$ cat config.mk
export PLATFORM = sky130hd
export DESIGN_NAME = hls_to_rgb_integer_core
export DESIGN_NICKNAME = d
export VERILOG_FILES = /design/src/hw/rtl/hlsrgb_pkg.sv /design/src/hw/rtl/hls_to_rgb_integer_core.sv
export VERILOG_INCLUDE_DIRS = /design/src /design/src/hw/rtl
export SDC_FILE = /design/constraint.sdc
export NUM_CORES = 2
export LEC_CHECK = 0
export ABC_AREA = 1
export BUFFER_PORTS_ARGS = -buffer_cell sky130_fd_sc_hd__buf_2
export CORE_ASPECT_RATIO = 1.25
export CORE_MARGIN = 2
export CORE_UTILIZATION = 50
export DETAILED_ROUTE_END_ITERATION = 7
export GPL_ROUTABILITY_DRIVEN = 0
export MAX_ROUTING_LAYER = met4
export PLACE_DENSITY = 0.62
export SYNTH_ARGS = -nofsm -noshare
export SYNTH_HDL_FRONTEND = slang
export SYNTH_SLANG_ARGS = --single-unit
$ cat constraint.sdc
create_clock -name clk -period 14.8 [get_ports clk]
set_clock_uncertainty 0.15 [all_clocks]
set_input_delay 2.96 -clock clk [delete_from_list [all_inputs] [get_ports clk]]
set_output_delay 2.96 -clock clk [all_outputs]
set_load 0.02 [all_outputs]
$ cat src/hw/rtl/hls_to_rgb_integer_core_macros.svh
`ifndef HLS_TO_RGB_INTEGER_CORE_MACROS_SVH
`define HLS_TO_RGB_INTEGER_CORE_MACROS_SVH

// check a condition on every clock edge outside reset
`define HRGB_ASSERT(label, cond, msg) \
  label: assert property (@(posedge clk) disable iff (rst) (cond)) else $error(msg);

// check that an antecedent implies a consequent sequence
`define HRGB_ASSERT_IMP(label, ante, cons, msg) \
  label: assert property (@(posedge clk) disable iff (rst) (ante) |-> (cons)) else $error(msg);

`endif

$ cat src/hw/rtl/hlsrgb_pkg.sv
`timescale 1ns / 1ps

package hlsrgb_pkg;

  // field widths
  localparam int HUE_W  = 9;
  localparam int PCT_W  = 7;
  localparam int CHAN_W = 8;

  // angles and levels
  localparam int FULL_TURN  = 360;
  localparam int SIXTY      = 60;
  localparam int HALF_TURN  = 180;
  localparam int TWO_FORTY  = 240;
  localparam int THIRD_TURN = 120;
  localparam int PERCENT    = 100;
  localparam int MID_LIGHT  = 50;

  // reciprocal constants: floor(n / 100) = (n * M100) >> 24 for n < 199728
  localparam logic [17:0] M100  = 18'd167773;
  localparam int          SH100 = 24;
  // floor(n / 60) = (n * M60) >> 22 for n < 74898
  localparam logic [16:0] M60   = 17'd69906;
  localparam int          SH60  = 22;

  // pipeline depth from start to done
  localparam int LATENCY = 5;

  // piece of the channel curve that a shifted hue falls on
  typedef enum logic [1:0] {
    SEG_RISE,
    SEG_HIGH,
    SEG_FALL,
    SEG_LOW
  } seg_t;

  // wrap a shifted hue into 0..360 (360 itself is kept)
  function automatic logic [HUE_W-1:0] wrap_hue(input logic signed [10:0] x);
    logic signed [10:0] y;
    y = x;
    if (y > 11'sd360) y = y - 11'sd360;
    if (y < 11'sd0)   y = y + 11'sd360;
    return y[HUE_W-1:0];
  endfunction

endpackage

$ cat src/hw/rtl/hls_to_rgb_integer_core.sv
`timescale 1ns / 1ps
// HLS to RGB conversion, integer arithmetic, five register stages.
//
// Input transaction: hue (degrees), lightness and saturation (percent) are
// taken at a rising edge where start is high and busy is low. busy is
// always low: the pipeline takes a new transaction every cycle.
// Output transaction: red, green and blue are valid for exactly one cycle
// while done is high. The receiver cannot stall, so nothing holds the
// pipeline and no result is ever dropped or repeated.
// Path: the accepting edge loads the stage 1 registers, and the result
// is held in the stage 5 registers while done is high.
// Throughput: 1 transaction per cycle, since busy stays low and every stage
// hands its data on at each edge.
// Stages: 1 wrap hues and form the level product, 2 divide by 100 into the
// upper level, 3 lower level and slope product per channel, 4 divide by 60
// and select the channel level, 5 scale by 255/100 and truncate to 8 bits.
// Zero saturation needs no special path: both levels equal lightness, so
// every channel comes out as 255*lightness/100.
// Reset clears all valid bits; data registers are not reset.

module hls_to_rgb_integer_core
  import hlsrgb_pkg::*;
(
  input  logic              clk,
  input  logic              rst,
  input  logic              start,
  output logic              busy,
  input  logic [HUE_W-1:0]  hue,
  input  logic [PCT_W-1:0]  lightness,
  input  logic [PCT_W-1:0]  saturation,
  output logic              done,
  output logic [CHAN_W-1:0] red,
  output logic [CHAN_W-1:0] green,
  output logic [CHAN_W-1:0] blue
);

`include "hls_to_rgb_integer_core_macros.svh"

  // valid bits, one per stage
  logic [LATENCY-1:0] vld;

  // stage 1 registers
  logic [HUE_W-1:0] s1_x [3];
  logic [PCT_W-1:0] s1_l;
  logic [PCT_W-1:0] s1_s;
  logic [14:0]      s1_n;

  // stage 2 registers
  logic [HUE_W-1:0]   s2_x [3];
  logic [PCT_W-1:0]   s2_l;
  logic signed [9:0]  s2_hi;

  // stage 3 registers
  logic [14:0]        s3_p [3];
  seg_t               s3_seg [3];
  logic               s3_neg;
  logic signed [9:0]  s3_hi;
  logic signed [9:0]  s3_lo;

  // stage 4 registers
  logic signed [10:0] s4_v [3];

  // stage 5 outputs
  logic [CHAN_W-1:0]  s5_c [3];

  // stage 1 logic
  logic [HUE_W-1:0] s1_x_next [3];
  logic [14:0]      s1_n_next;
  logic [14:0]      prod_low;
  logic [14:0]      prod_high;

  // stage 2 logic
  logic [32:0]        prod_q1;
  logic [7:0]         q1;
  logic signed [9:0]  s2_hi_next;

  // stage 3 logic
  logic signed [9:0]  lo3;
  logic signed [9:0]  diff3;
  logic [8:0]         mag3;
  logic [5:0]         t3 [3];
  seg_t               seg3 [3];
  logic [14:0]        s3_p_next [3];

  // stage 4 logic
  logic [31:0]        prod_q60 [3];
  logic signed [10:0] sq4 [3];
  logic signed [10:0] s4_v_next [3];

  // stage 5 logic
  logic signed [10:0] vneg5 [3];
  logic [9:0]         mag5 [3];
  logic [17:0]        a5 [3];
  logic [35:0]        prod_o [3];
  logic [10:0]        m5 [3];
  logic [10:0]        mneg5 [3];
  logic [CHAN_W-1:0]  s5_c_next [3];

  assign busy = 1'b0;

  // valid pipeline
  always_ff @(posedge clk) begin
    if (rst) begin
      vld <= '0;
    end else begin
      vld <= {vld[LATENCY-2:0], start & ~busy};
    end
  end

  // stage 1: hue wrap per channel and level numerator
  always_comb begin
    s1_x_next[0] = wrap_hue($signed({2'b00, hue}) + 11'sd120);
    s1_x_next[1] = wrap_hue($signed({2'b00, hue}));
    s1_x_next[2] = wrap_hue($signed({2'b00, hue}) - 11'sd120);
    prod_low  = 15'(lightness) * (15'(saturation) + 15'(PERCENT));
    prod_high = 15'(lightness) * 15'(saturation);
    s1_n_next = (lightness <= 7'(MID_LIGHT)) ? prod_low : prod_high;
  end

  always_ff @(posedge clk) begin
    for (int c = 0; c < 3; c++) s1_x[c] <= s1_x_next[c];
    s1_l <= lightness;
    s1_s <= saturation;
    s1_n <= s1_n_next;
  end

  // stage 2: divide by 100, upper level
  always_comb begin
    prod_q1 = 33'(s1_n) * 33'(M100);
    q1      = prod_q1[SH100 +: 8];
    if (s1_l <= 7'(MID_LIGHT)) begin
      s2_hi_next = $signed({2'b00, q1});
    end else begin
      s2_hi_next = $signed({3'b000, s1_l}) + $signed({3'b000, s1_s})
                   - $signed({2'b00, q1});
    end
  end

  always_ff @(posedge clk) begin
    for (int c = 0; c < 3; c++) s2_x[c] <= s1_x[c];
    s2_l  <= s1_l;
    s2_hi <= s2_hi_next;
  end

  // stage 3: lower level, curve piece and slope product per channel
  always_comb begin
    lo3   = $signed({2'b00, s2_l, 1'b0}) - s2_hi;
    diff3 = s2_hi - lo3;
    mag3  = diff3[9] ? 9'(-diff3) : diff3[8:0];
    for (int c = 0; c < 3; c++) begin
      if (s2_x[c] < 9'(SIXTY)) begin
        seg3[c] = SEG_RISE;
        t3[c]   = s2_x[c][5:0];
      end else if (s2_x[c] < 9'(HALF_TURN)) begin
        seg3[c] = SEG_HIGH;
        t3[c]   = '0;
      end else if (s2_x[c] < 9'(TWO_FORTY)) begin
        seg3[c] = SEG_FALL;
        t3[c]   = 6'(9'(TWO_FORTY) - s2_x[c]);
      end else begin
        seg3[c] = SEG_LOW;
        t3[c]   = '0;
      end
      s3_p_next[c] = 15'(mag3) * 15'(t3[c]);
    end
  end

  always_ff @(posedge clk) begin
    for (int c = 0; c < 3; c++) begin
      s3_p[c]   <= s3_p_next[c];
      s3_seg[c] <= seg3[c];
    end
    s3_neg <= diff3[9];
    s3_hi  <= s2_hi;
    s3_lo  <= lo3;
  end

  // stage 4: divide slope product by 60 toward zero, pick channel level
  always_comb begin
    for (int c = 0; c < 3; c++) begin
      prod_q60[c] = 32'(s3_p[c]) * 32'(M60);
      sq4[c]      = s3_neg ? -$signed({2'b00, prod_q60[c][SH60 +: 9]})
                           :  $signed({2'b00, prod_q60[c][SH60 +: 9]});
      case (s3_seg[c])
        SEG_RISE: s4_v_next[c] = 11'(s3_lo) + sq4[c];
        SEG_FALL: s4_v_next[c] = 11'(s3_lo) + sq4[c];
        SEG_HIGH: s4_v_next[c] = 11'(s3_hi);
        SEG_LOW:  s4_v_next[c] = 11'(s3_lo);
        default:  s4_v_next[c] = 11'(s3_lo);
      endcase
    end
  end

  always_ff @(posedge clk) begin
    for (int c = 0; c < 3; c++) s4_v[c] <= s4_v_next[c];
  end

  // stage 5: scale by 255/100 toward zero, keep low byte
  always_comb begin
    for (int c = 0; c < 3; c++) begin
      vneg5[c]     = -s4_v[c];
      mag5[c]      = s4_v[c][10] ? vneg5[c][9:0] : s4_v[c][9:0];
      a5[c]        = {mag5[c], 8'b0} - {8'b0, mag5[c]};
      prod_o[c]    = 36'(a5[c]) * 36'(M100);
      m5[c]        = prod_o[c][SH100 +: 11];
      mneg5[c]     = -m5[c];
      s5_c_next[c] = s4_v[c][10] ? mneg5[c][CHAN_W-1:0] : m5[c][CHAN_W-1:0];
    end
  end

  always_ff @(posedge clk) begin
    for (int c = 0; c < 3; c++) s5_c[c] <= s5_c_next[c];
  end

  assign done  = vld[LATENCY-1];
  assign red   = s5_c[0];
  assign green = s5_c[1];
  assign blue  = s5_c[2];

  // checks
  `HRGB_ASSERT_IMP(a_latency, start && !busy, ##5 done, "result missing after accept")
  `HRGB_ASSERT_IMP(a_no_extra, done, $past(start, 5), "result without a transaction")
  `HRGB_ASSERT_IMP(a_grey, done && $past(saturation, 5) == '0, red == green && red == blue, "grey")
  `HRGB_ASSERT_IMP(a_upper_pos, vld[1], !s2_hi[9], "upper level went negative")

endmodule
==> impl_metrics.ini <==
[status]
status = finished, final reports clean

[global_routing]
grt_pass1_vias = 43547
grt_pass1_wl_mm = 211
grt_use_total_pct = 24.8
overflow = 0
grt_max_degree = 36
antenna_found_initial = 0

[timing]
fin_crit_ns = 8.50
finalHoldViolations = 0
maxSlewViolCount = 0
finalSetupViolCount = 0
fin_tns_setup_ns = 0
max-slew-margin-rel_pct = 34.1
timing.fmax_ghz = 0.118
finalCritPeriodShare_pct = 57.4
rsz0062_at_grt = no
tightest_slew_ns = 0.982

[critical_path]
critPathCaptureType = flip-flop
crit_path_frequent_cell = nand2_1
slowest_delay_ns = 0.57
critPathLaunchType = flip-flop
crit_slowest_cell = xor2_1
crit_type = flip-flop to flip-flop
startpoint = s4_v[0][0]
reg2reg_from = s4_v[0][0]
crit_end = s5_c[0][6]
rr_worst_depth = 37
crit_cells = 37
worst_ep_arrival_time_ns = 8.83
crit_buf_inv = 8
critPathMaxFanout = 10
worst_r2r_endpoint = s5_c[0][6]
required_ns = 15.14
cpLargestDelayFamily = adder cells
rrSetupSlack_ns = 6.30

[synth]
synth-seq-cells = 216
ys_top_cells_by_area = fa_1 26%, ha_1 24%, inv_1 13%
synthMostInstantiatedCell = inv_1
async_reset_ff_share_pct = 0
ys_warn_count = 0
synth_edf_count = 0
yosysSeqAreaShare_pct = 8.30
synth_common_cells = 1780 x inv_1, 1440 x nand2_1, 994 x ha_1
synth_top_flop_cell = dfxtp_1
ys_types = 63
synth_cells = 6813
netlist.area_leader.share_pct = 25.8
netlist_area_sq_um = 52100
synth_area_per_cell_sq_um = 7.65
yosys.area.top_type = fa_1

[clock_network]
cts_max_level = 1
clock_latency_ns = 0.61
cts_setup_buffers = 0
clockBufferDepth = 3
cts_sinks = 216
numCtsBuffers = 28
cts-resized-gates = 0
hold_buffers = 0
cts-root-buf = clkbuf_16
clk_pin_slew_ns = 0.07
cts_tree = built

[placed_design]
portBuffers = 50
dpl.hpwl_mm = 111
dp_cells = 8173

[detailed_routing]
vias_per_cell = 5.06
ant_nets = 0
vias = 41614
wl_per_cell_microns = 15.2
first_iter_violations = 1790
firstDrtPassIters = 6
route.detailed.drc = 0
routed_wl_mm = 125

[die]
die_w_microns = 293
initial_core_util_pct = 50.3
ios = 52
core_sq_um = 104000
die_h_microns = 365
dieArea_sq_um = 107000
fp-row-count = 132

[finish]
drive_gt1_share_pct = 4.14
antenna_cells = 0
final_cells = 8225
fin_nets = 8554
area_growth_pct = 5.23

[job]
maxCapViolations = 0

[worst_hold_path]
min_path_type = flip-flop to flip-flop
==> cell families after synthesis <==
kind of cell,count (synthesis),share of synthesized area (%)
compound gates,570,6.32
xor+xnor,185,3.21
fa+ha+maj,1665,49.6
buf+inv,1859,13.5
flops,216,8.30
mux,2,0.0408
other cells,2,0.0144
simple gates,2314,18.9
==> metal layers <==
metal | up-vias | GRT usage (%) | wire length [microns]
met4 | 0 | 7.61 | 4100
met2 | 721 | 46.0 | 64700
li1 | 20942 | - | -
met5 | - | - | 0
met3 | 246 | 1.53 | 3470
met1 | 19705 | 28.7 | 52900
==> sequential cells by signal, summed over array words and instances (netlist names) <==
register	cells
s3_lo	10
s2_l	7
s1_s	7
s2_hi	9
s3_seg	6
s1_l	7
s3_hi	8
s2_x	21
s1_x	21
s1_n	15
s5_c	24
vld	5
s4_v	33
s3_neg	1
s3_p	42
==> stage by stage <==
step | hold slack (ns) | util (%) | area, sq um | setup slack, ns
global placement | 0.160 | 52.0 | 53900 | 6.44
finish | 0.170 | 53.0 | 54800 | 6.30
detailed placement | 0.162 | 52.0 | 53900 | 6.28
global route | 0.181 | 53.0 | 54800 | 5.61
CTS | 0.176 | 53.0 | 54800 | 6.29
floorplan | 0.160 | - | 52100 | 7.24
==> worst register-to-register path: cells and delay by family, from the launching register on <==
family	cells	cell delay, ns
XOR/XNOR	2	0.89
adder cells (fa/ha/maj)	10	4.09
buffers and inverters	8	0.72
flip-flops	1	0.48
AND/OR/NAND/NOR	16	1.78
AO/OA/AOI/OAI	1	0.27
==> area by class of cell <==
type | instances | area, sq um
clock buffer | 32 | 757
clock inverter | 20 | 209
fill | 10053 | 48700
inverter | 1815 | 6820
multi-input combinational | 4746 | 40800
sequential | 216 | 4320
tap | 1340 | 1680
timing repair buffer | 56 | 295
==> how the worst min path moves through the flow <==
stage / start / endpoint / slack (ns) / cells past startpoint
2_1_floorplan: s1_x[0][12] / s2_x[0][12] / 0.16 / 0
3_3_place_gp: s1_x[0][3] / s2_x[0][3] / 0.16 / 0
3_5_place_dp: s1_x[0][17] / s2_x[0][17] / 0.16 / 0
4_1_cts: s1_x[0][13] / s2_x[0][13] / 0.18 / 0
5_1_grt: s1_x[0][25] / s2_x[0][25] / 0.18 / 0
6_report: s1_x[0][25] / s2_x[0][25] / 0.17 / 0
==> cell usage in the layout (no fill, tap or decap), types with 12 or more instances in the layout <==
cell type	n
or2_2	25
nand3_1	261
o221ai_1	20
a21oi_1	255
nor2_2	15
dfxtp_1	216
fa_1	671
inv_1	1780
nand3b_1	24
nor3_1	47
nor2_1	347
o21ai_0	147
clkbuf_16	29
a31oi_1	23
nand2_1	1440
a21oi_2	12
a21o_1	15
xnor2_1	55
inv_2	32
o21bai_1	35
buf_2	50
ha_1	994
nand2_2	45
xor2_1	123
nand4_1	57
Power is left out: the tool's default activity adds up to more than one toggle a clock period on the data nets, which glitch-free logic cannot reach.
